==> src/rtl/matrix_inverse_4x4_unit_defines.svh <==
// assertion macros for the 4x4 matrix inverse unit
`ifndef MATRIX_INVERSE_4X4_UNIT_DEFINES_SVH
`define MATRIX_INVERSE_4X4_UNIT_DEFINES_SVH

// same-cycle implication, disabled in reset
`define MI4_ASSERT_IMP(lbl, ante, cons, msg) \
  lbl: assert property (@(posedge clk) disable iff (!rst_n) (ante) |-> (cons)) \
    else $error(msg);

// next-cycle implication, disabled in reset
`define MI4_ASSERT_NXT(lbl, ante, cons, msg) \
  lbl: assert property (@(posedge clk) disable iff (!rst_n) (ante) |=> (cons)) \
    else $error(msg);

`endif

==> src/rtl/mi4_pkg.sv <==
// package: widths, command and status types, minor address helper
`default_nettype none
package mi4_pkg;

  localparam int WORD_BITS = 32;
  localparam int FRAC_BITS = 16;
  localparam int LIMBS     = 4;
  localparam int X_W       = LIMBS * WORD_BITS;
  localparam int ACC_W     = X_W + 4;
  localparam int COF_W     = 3 * WORD_BITS + 2;
  localparam int DIV_W     = ACC_W + WORD_BITS;
  localparam int RND_SHIFT = 2 * FRAC_BITS + 1;
  localparam int BIT_W     = 6;

  typedef enum logic [3:0] {
    OP_NONE,
    OP_CLR_ACC,
    OP_LOAD_X_MEM,
    OP_MUL_X,
    OP_MAC,
    OP_STORE_COF,
    OP_LOAD_X_COF,
    OP_STORE_DET,
    OP_DIV_INIT,
    OP_DIV_STEP,
    OP_EMIT,
    OP_EMIT_SING
  } op_t;

  typedef enum logic [3:0] {
    S_IDLE,
    S_CLR,
    S_TERM,
    S_COF,
    S_DCLR,
    S_DLOAD,
    S_DMAC,
    S_DSTORE,
    S_CHECK,
    S_SING,
    S_DINIT,
    S_DSTEP,
    S_EMIT
  } state_t;

  typedef struct packed {
    op_t        op;
    logic [3:0] raddr;
    logic [1:0] limb;
    logic       top;
    logic       sub;
    logic [3:0] idx;
    logic       first;
    logic       last;
  } cmd_t;

  typedef struct packed {
    logic det_zero;
  } stat_t;

  // index j of the three kept rows/cols, skipping the removed one
  function automatic logic [1:0] skip_idx(input logic [1:0] removed, input logic [1:0] j);
    logic [1:0] r;
    begin
      r = (j >= removed) ? j + 2'd1 : j;
      return r;
    end
  endfunction

  // column permutation for the six 3x3 terms, entry j in bits [2j+1:2j]
  function automatic logic [1:0] perm3(input logic [2:0] p, input logic [1:0] j);
    logic [5:0] row;
    begin
      case (p)
        3'd0: row = 6'b10_01_00;
        3'd1: row = 6'b00_10_01;
        3'd2: row = 6'b01_00_10;
        3'd3: row = 6'b01_10_00;
        3'd4: row = 6'b10_00_01;
        3'd5: row = 6'b00_01_10;
        default: row = 6'b10_01_00;
      endcase
      return row[{j, 1'b0} +: 2];
    end
  endfunction

  // store address of factor j of term p of the minor without row sr, col sc
  function automatic logic [3:0] minor_addr(input logic [1:0] sr, input logic [1:0] sc,
                                            input logic [2:0] p, input logic [1:0] j);
    logic [3:0] a;
    begin
      a = {skip_idx(sr, j), skip_idx(sc, perm3(p, j))};
      return a;
    end
  endfunction

endpackage
`default_nettype wire

==> src/rtl/mi4_ctrl.sv <==
// controller: sequences cofactors, determinant, division and result transfers
`default_nettype none
module mi4_ctrl (
  input  wire logic          clk,
  input  wire logic          rst_n,
  input  wire logic          go,
  input  wire mi4_pkg::stat_t stat,
  output mi4_pkg::cmd_t      cmd,
  output logic               busy
);
  import mi4_pkg::*;

  state_t           state_r, state_nxt;
  logic [3:0]       ci_r, ci_nxt;
  logic [2:0]       p_r, p_nxt;
  logic [2:0]       ph_r, ph_nxt;
  logic [1:0]       k_r, k_nxt;
  logic [1:0]       i_r, i_nxt;
  logic [3:0]       e_r, e_nxt;
  logic [BIT_W-1:0] bit_r, bit_nxt;
  logic [1:0]       sr, sc;
  logic             tsign;

  always_ff @(posedge clk) begin
    if (!rst_n) begin
      state_r <= S_IDLE;
      ci_r    <= '0;
      p_r     <= '0;
      ph_r    <= '0;
      k_r     <= '0;
      i_r     <= '0;
      e_r     <= '0;
      bit_r   <= '0;
    end else begin
      state_r <= state_nxt;
      ci_r    <= ci_nxt;
      p_r     <= p_nxt;
      ph_r    <= ph_nxt;
      k_r     <= k_nxt;
      i_r     <= i_nxt;
      e_r     <= e_nxt;
      bit_r   <= bit_nxt;
    end
  end

  assign sr    = ci_r[3:2];
  assign sc    = ci_r[1:0];
  assign tsign = (p_r >= 3'd3) ^ sr[0] ^ sc[0];
  assign busy  = (state_r != S_IDLE);

  always_comb begin
    state_nxt = state_r;
    ci_nxt    = ci_r;
    p_nxt     = p_r;
    ph_nxt    = ph_r;
    k_nxt     = k_r;
    i_nxt     = i_r;
    e_nxt     = e_r;
    bit_nxt   = bit_r;
    cmd       = '0;
    cmd.op    = OP_NONE;
    case (state_r)
      S_IDLE: begin
        if (go) begin
          ci_nxt    = '0;
          state_nxt = S_CLR;
        end
      end
      S_CLR: begin
        cmd.op    = OP_CLR_ACC;
        p_nxt     = '0;
        ph_nxt    = '0;
        state_nxt = S_TERM;
      end
      S_TERM: begin
        cmd.sub = tsign;
        case (ph_r)
          3'd0: cmd.raddr = minor_addr(sr, sc, p_r, 2'd0);
          3'd1: begin
            cmd.op    = OP_LOAD_X_MEM;
            cmd.raddr = minor_addr(sr, sc, p_r, 2'd1);
          end
          3'd2: begin
            cmd.op    = OP_MUL_X;
            cmd.raddr = minor_addr(sr, sc, p_r, 2'd2);
          end
          3'd3: begin
            cmd.op    = OP_MAC;
            cmd.limb  = 2'd0;
            cmd.raddr = minor_addr(sr, sc, p_r, 2'd2);
          end
          default: begin
            cmd.op    = OP_MAC;
            cmd.limb  = 2'd1;
            cmd.top   = 1'b1;
            cmd.raddr = minor_addr(sr, sc, p_r, 2'd2);
          end
        endcase
        if (ph_r == 3'd4) begin
          ph_nxt = '0;
          if (p_r == 3'd5) begin
            state_nxt = S_COF;
          end else begin
            p_nxt = p_r + 3'd1;
          end
        end else begin
          ph_nxt = ph_r + 3'd1;
        end
      end
      S_COF: begin
        cmd.op  = OP_STORE_COF;
        cmd.idx = ci_r;
        if (ci_r == 4'd15) begin
          i_nxt     = '0;
          state_nxt = S_DCLR;
        end else begin
          ci_nxt    = ci_r + 4'd1;
          state_nxt = S_CLR;
        end
      end
      S_DCLR: begin
        cmd.op    = OP_CLR_ACC;
        state_nxt = S_DLOAD;
      end
      S_DLOAD: begin
        cmd.op    = OP_LOAD_X_COF;
        cmd.idx   = {i_r, 2'd0};
        cmd.raddr = {i_r, 2'd0};
        k_nxt     = '0;
        state_nxt = S_DMAC;
      end
      S_DMAC: begin
        cmd.op    = OP_MAC;
        cmd.limb  = k_r;
        cmd.top   = (k_r == 2'd3);
        cmd.raddr = {i_r, 2'd0};
        k_nxt     = k_r + 2'd1;
        if (k_r == 2'd3) begin
          if (i_r == 2'd3) begin
            state_nxt = S_DSTORE;
          end else begin
            i_nxt     = i_r + 2'd1;
            state_nxt = S_DLOAD;
          end
        end
      end
      S_DSTORE: begin
        cmd.op    = OP_STORE_DET;
        state_nxt = S_CHECK;
      end
      S_CHECK: begin
        e_nxt     = '0;
        state_nxt = stat.det_zero ? S_SING : S_DINIT;
      end
      S_SING: begin
        cmd.op    = OP_EMIT_SING;
        state_nxt = S_IDLE;
      end
      S_DINIT: begin
        cmd.op    = OP_DIV_INIT;
        cmd.idx   = {e_r[1:0], e_r[3:2]};
        bit_nxt   = '0;
        state_nxt = S_DSTEP;
      end
      S_DSTEP: begin
        cmd.op    = OP_DIV_STEP;
        cmd.first = (bit_r == '0);
        bit_nxt   = bit_r + BIT_W'(1);
        if (bit_r == BIT_W'(WORD_BITS)) begin
          state_nxt = S_EMIT;
        end
      end
      S_EMIT: begin
        cmd.op   = OP_EMIT;
        cmd.idx  = e_r;
        cmd.last = (e_r == 4'd15);
        if (e_r == 4'd15) begin
          state_nxt = S_IDLE;
        end else begin
          e_nxt     = e_r + 4'd1;
          state_nxt = S_DINIT;
        end
      end
      default: state_nxt = S_IDLE;
    endcase
  end

endmodule
`default_nettype wire

==> config.mk <==
export PLATFORM = sky130hd
export DESIGN_NAME = mi4_ctrl
export DESIGN_NICKNAME = d
export VERILOG_FILES = /design/src/rtl/matrix_inverse_4x4_unit_defines.svh /design/src/rtl/mi4_pkg.sv /design/src/rtl/mi4_ctrl.sv
export SDC_FILE = /design/constraint.sdc
export NUM_CORES = 1
export LEC_CHECK = 0
export ABC_AREA = 1
export BUFFER_PORTS_ARGS = -buffer_cell sky130_fd_sc_hd__buf_2
export CORE_ASPECT_RATIO = 0.75
export CORE_MARGIN = 10
export CORE_UTILIZATION = 60
export DETAILED_ROUTE_END_ITERATION = 16
export PLACE_DENSITY = 0.91
export SYNTH_ARGS = -nofsm -noshare
export SYNTH_HDL_FRONTEND = slang
export SYNTH_SLANG_ARGS = --single-unit
==> constraint.sdc <==
create_clock -name clk -period 2.5 [get_ports clk]
set_input_delay 0.5 -clock clk [delete_from_list [all_inputs] [get_ports clk]]
set_output_delay 0.5 -clock clk [all_outputs]
set_load 0.05 [all_outputs]
# Word level (Yosys, flattened, before mapping)
# Index checks and enable logic that the tools add are counted.
[totals] reg_bits=28 inputBits=4 output_inout_bits=19 wordCells=141
[op_classes] addsub=12 n_lt_le_gt_ge=9 n_eq_ne=36 n_mux=56 n_bitwise=2 reduce_logical=18
[op_table] operator="$pmux 4 s12" n=1
[op_table] operator="$mux 4" n=11
[op_table] operator="$pmux 4 s10" n=1
[op_table] operator="$mux 6" n=6
[op_table] operator="$pmux 4 s4" n=2
[op_table] operator="$pmux 6 s5" n=1
[op_table] operator="$eq 4x4->1 const B" n=7
[op_table] operator="$mux 2" n=13
[op_table] operator="$pmux 4 s2" n=3
[op_table] operator="$ne 2x2->1 const B" n=10
[op_table] operator="$pmux 3 s2" n=3
[op_table] operator="$eq 4x3->1 const B" n=4
[op_table] operator="$add 2x1->2 const B" n=7
[op_table] operator="$eq 3x2->1 const B" n=4
[op_table] operator="$mux 3" n=4
[op_table] operator="$pmux 6 s2" n=1
[op_table] operator="$reduce_bool 2->1" n=6
[op_table] operator="$ge 2x2->1" n=5
[op_table] operator="$eq 3x3->1 const B" n=3
[op_table] operator="$pmux 3 s3" n=1
[op_table] operator="$add 4x1->4 const B" n=2
[op_table] operator="$eq 4x2->1 const B" n=2
[op_table] operator="$pmux 2 s2" n=2
[op_table] operator="$mux 1" n=7
[op_table] operator="other kinds (20)" n=27

# Depth between registers and ports, before layout
[depth] depth_word=8 depth_mapped=15 mapped_depth_nobuf=15

# Worst setup path after synthesis
# OpenSTA, ideal clock, no wires.
[synth_timing] kind="flip-flop to output port" start="register p_r[2]" end="output cmd[10] (netlist bit)" t_arrival_ps=2342 required_time_ps=2000 slack_ps=-342 stages_incl_launch_ff=14 path_buffers=0 cell_sequence="dfxtp_1 -> inv_1 -> ha_1 -> inv_1 -> nand2_1 -> nand2_1 -> ha_1 -> inv_1 -> nand3_1 -> nand2_1 -> nand2_1 -> nand2_1 -> nand3_1 -> a21oi_1"
[synth_lines] element="from (decl)" line="mi4_ctrl.sv:15" rtl="logic [2:0] p_r, p_nxt;"
[synth_lines] element="from (signal assigned)" line="mi4_ctrl.sv:37" rtl="p_r <= p_nxt;"
[synth_lines] element="to (decl)" line="mi4_ctrl.sv:8" rtl="output mi4_pkg::cmd_t cmd,"

==> metrics <==
Root Driver clkbuf_8; Clk network pwr share 0.150; sw power 1.22 mW; Synth area leader dfxtp_1; Int Power 1.22 mW; Total Die Area 6850 um2; residual DRC count 0; CP endpoint kind output pin; Synth Cell Area 2350 um2; Hold Vio Cnt, Final 0; Worst Setup EP cmd[10]; arrival time worst endpoint 2190 ps; min Tclk post-route 2690 ps; core area 3710 um2; failing checks setup timing; WS Path Type reg -> out; CP startpoint p_r[2]$_SDFFE_PN0P_; total chip power 2.45 mW; via count 2726; Synth Area in Adders 0.122; Num CTS Buffers 3; clock sinks 28; ANT nets after route 0; Req. time, crit path 2000 ps; Post-synth ARST share 0; clk slew on worst S/H paths 100 ps; DP HPWL 5.01 mm; Starting DRT DRC Count 295; Inst Count DP 461; Post-Syn Nets 407; maximum buffer depth of the clock tree 2; port bufs 22; Met1 Routed Length 2.81 mm; dpl ws -49.4 ps; post-synthesis sequential area ratio 0.238; simple logic cell fraction of the synthesized area 0.383; Worst-Margin Slew 510 ps; aggregate global-route resource usage 0.194; wirelength, routed 6.99 mm; Final Setup Violations 3; multiplexer share of the synthesized area 0; Initial Utilization 0.634; EDFF count, synth 0; first-pass GRT wire length 11.2 mm; launching point of the worst reg2reg path state_r[0]$_SDFFE_PN0P_; Crit Path Max Fanout 3; Avg Synthesized Cell Area 6.19 um2; max_cap viols 0; die width 92.3 um; largest net degree at the start of global routing 17; GRT Residual Overflow 0; Synth cell types 31; synth cell count leaders 107 x nand2_1, 56 x inv_1, 37 x nand3_1, 34 x nor2_1; initial antenna violation count 0; status finished with violations; TritonRoute pass-1 iters 10; # fillers 266; relative slew slack 0.660; via/cell ratio 5.81; post-route setup slack -189 ps; final hold slack 488 ps; share of cells above drive strength 1 0.242; Final GP Congestion 0.940; combinational family with the most area after synthesis simple AND/OR/NAND/NOR gates; top post-synthesis cells by area dfxtp_1 24%, nand2_1 17%, ha_1 12%, inv_1 8.9%, nand3_1 7.9%; met2 wire length 3.17 mm; Max Slew Vio Count 0; power per cell area 843 nW/um2; RSZ-0062 raised after global routing true; most frequent cell after synthesis nand2_1; Layout area overhead 23.4%; num rows 19; Pleak 1.39 nW; Final period util 1.08; Cells after Synth 380; vias in the first global route 2543; R2R setup slack 830 ps; Switching Fraction 0.500; Yosys top cell area share 0.238; CTS tree done; Synth Flop Type dfxtp_1; fmax 372 MHz; Final Non-Filler Cells 469; Compound-Gate Fraction of Synth Area 0.143; Peak supply drop 0.562 mV; DR WL/cell 14.9 um; CTS H-tree lvls 1; sequential share of power 0.230; XOR/XNOR Fraction of Synth Area 0.00745; # nets final 445; Yosys warning count 0; clk_lat worst skew 290 ps; Combinational Power Share 0.619; # diodes 0; type of origin of the critical path flop; die height 74.2 um; skew final 8.50 ps; Yosys reg bits 28; Worst R2R Path Depth 10; I/O pin cnt 23; top routing layer used met4; worst r2r dst p_r[1]$_SDFFE_PN0P_; Hold Path Class reg -> reg; Met3 Wirelength 813 um
==> power groups by stage <==
stage	sequential (mW)	clock, mW	combinational, mW
3_5_place_dp	0.551	0	1.26
3_3_place_gp	0.548	0	1.22
6_report	0.563	0.368	1.51
5_1_grt	0.568	0.384	1.65
4_1_cts	0.555	0.368	1.41
2_1_floorplan	0.551	0	0.944
==> layout make-up <==
type	instances	area, um2	area share
clock buffer	3	41.3	0.0142
clock inverter	1	30.0	0.0103
inverter	63	243	0.0837
multi-input combinational	286	1680	0.580
sequential	28	577	0.199
tap	52	65.1	0.0224
timing repair buffer	36	264	0.0910
==> what timing repair did <==
action | CTS | global route
hold buffers | 0 | 0
setup endpoints to repair | 3 | 9
buffers inserted | 3 | 1
resized for setup | 39 | 23
pin swaps | 19 | 7
==> metrics by stage <==
step / instance area [um2] / TNS [ps] / util
floorplan: 2360 / 0 / -
global placement: 2600 / 0 / 0.701
CTS: 2820 / -356 / 0.761
global route: 2900 / -893 / 0.782
detailed placement: 2600 / -49.4 / 0.701
finish: 2900 / -459 / 0.782
==> layer usage <==
layer | track usage | vias up
met3 | 0.0593 | 36
met2 | 0.327 | 169
met1 | 0.241 | 1226
met4 | 0.0427 | 0
met5 | 0 | -
li1 | - | 1295
==> registers in the layout (all words and copies together) (netlist names) <==
register,cells
k_r,2
state_r,4
ci_r,4
i_r,2
ph_r,3
e_r,4
bit_r,6
p_r,3
==> worst min-delay path by stage <==
stage / start / end / depth (start not counted)
after floorplan: bit_r[5]$_SDFFE_PN0P_ / bit_r[5]$_SDFFE_PN0P_ / 2
after global placement: bit_r[5]$_SDFFE_PN0P_ / bit_r[5]$_SDFFE_PN0P_ / 2
after detailed placement: k_r[1]$_SDFFE_PN0N_ / k_r[1]$_SDFFE_PN0N_ / 2
after CTS: k_r[1]$_SDFFE_PN0N_ / k_r[1]$_SDFFE_PN0N_ / 2
after global routing: bit_r[5]$_SDFFE_PN0P_ / bit_r[5]$_SDFFE_PN0P_ / 2
final: k_r[1]$_SDFFE_PN0N_ / k_r[1]$_SDFFE_PN0N_ / 2
==> worst max-delay path, stage by stage (launching register included) <==
cell and delay [ps]:
dfxtp_2 350, inv_4 80, buf_12 100, nand2_1 40
nand2_1 90, inv_1 70, ha_1 290, nand2_1 90
nand3_2 100, nand2_2 80, inv_1 40, o21ai_1 150
nand2_1 110, a21oi_4 130, buf_6 170
==> logic make-up after synthesis <==
kind of cell,count (synthesis)
compound gates,60
xor+xnor,2
fa+ha+maj,23
buf+inv,66
flops,28
simple gates,201
==> cells in the final DEF, fill, tap and decap left out, types with 2 or more instances in the layout <==
master | synthesis | layout
o211ai_1 | 2 | 2
o221ai_1 | 2 | 2
xor2_1 | 2 | 2
nor2_1 | 34 | 31
inv_2 | 6 | 9
nand2_4 | 2 | 3
ha_1 | 23 | 18
nand4_1 | 2 | 2
nand3_1 | 37 | 33
inv_4 | 0 | 2
o21ai_1 | 0 | 4
nand2_2 | 4 | 14
nor2_4 | 6 | 6
a21oi_1 | 28 | 27
o22ai_1 | 3 | 2
or2_1 | 2 | 2
ha_4 | 0 | 5
dfxtp_2 | 0 | 4
nor2_2 | 2 | 5
nor3_1 | 2 | 2
o21ai_0 | 19 | 15
clkbuf_4 | 0 | 3
nand2_1 | 107 | 96
nand3_2 | 0 | 4
inv_1 | 56 | 51
buf_6 | 0 | 5
dfxtp_4 | 0 | 3
buf_2 | 0 | 15
buf_4 | 0 | 12
dfxtp_1 | 28 | 21
clkbuf_8 | 0 | 3
(Power assumes the default switching activity.)
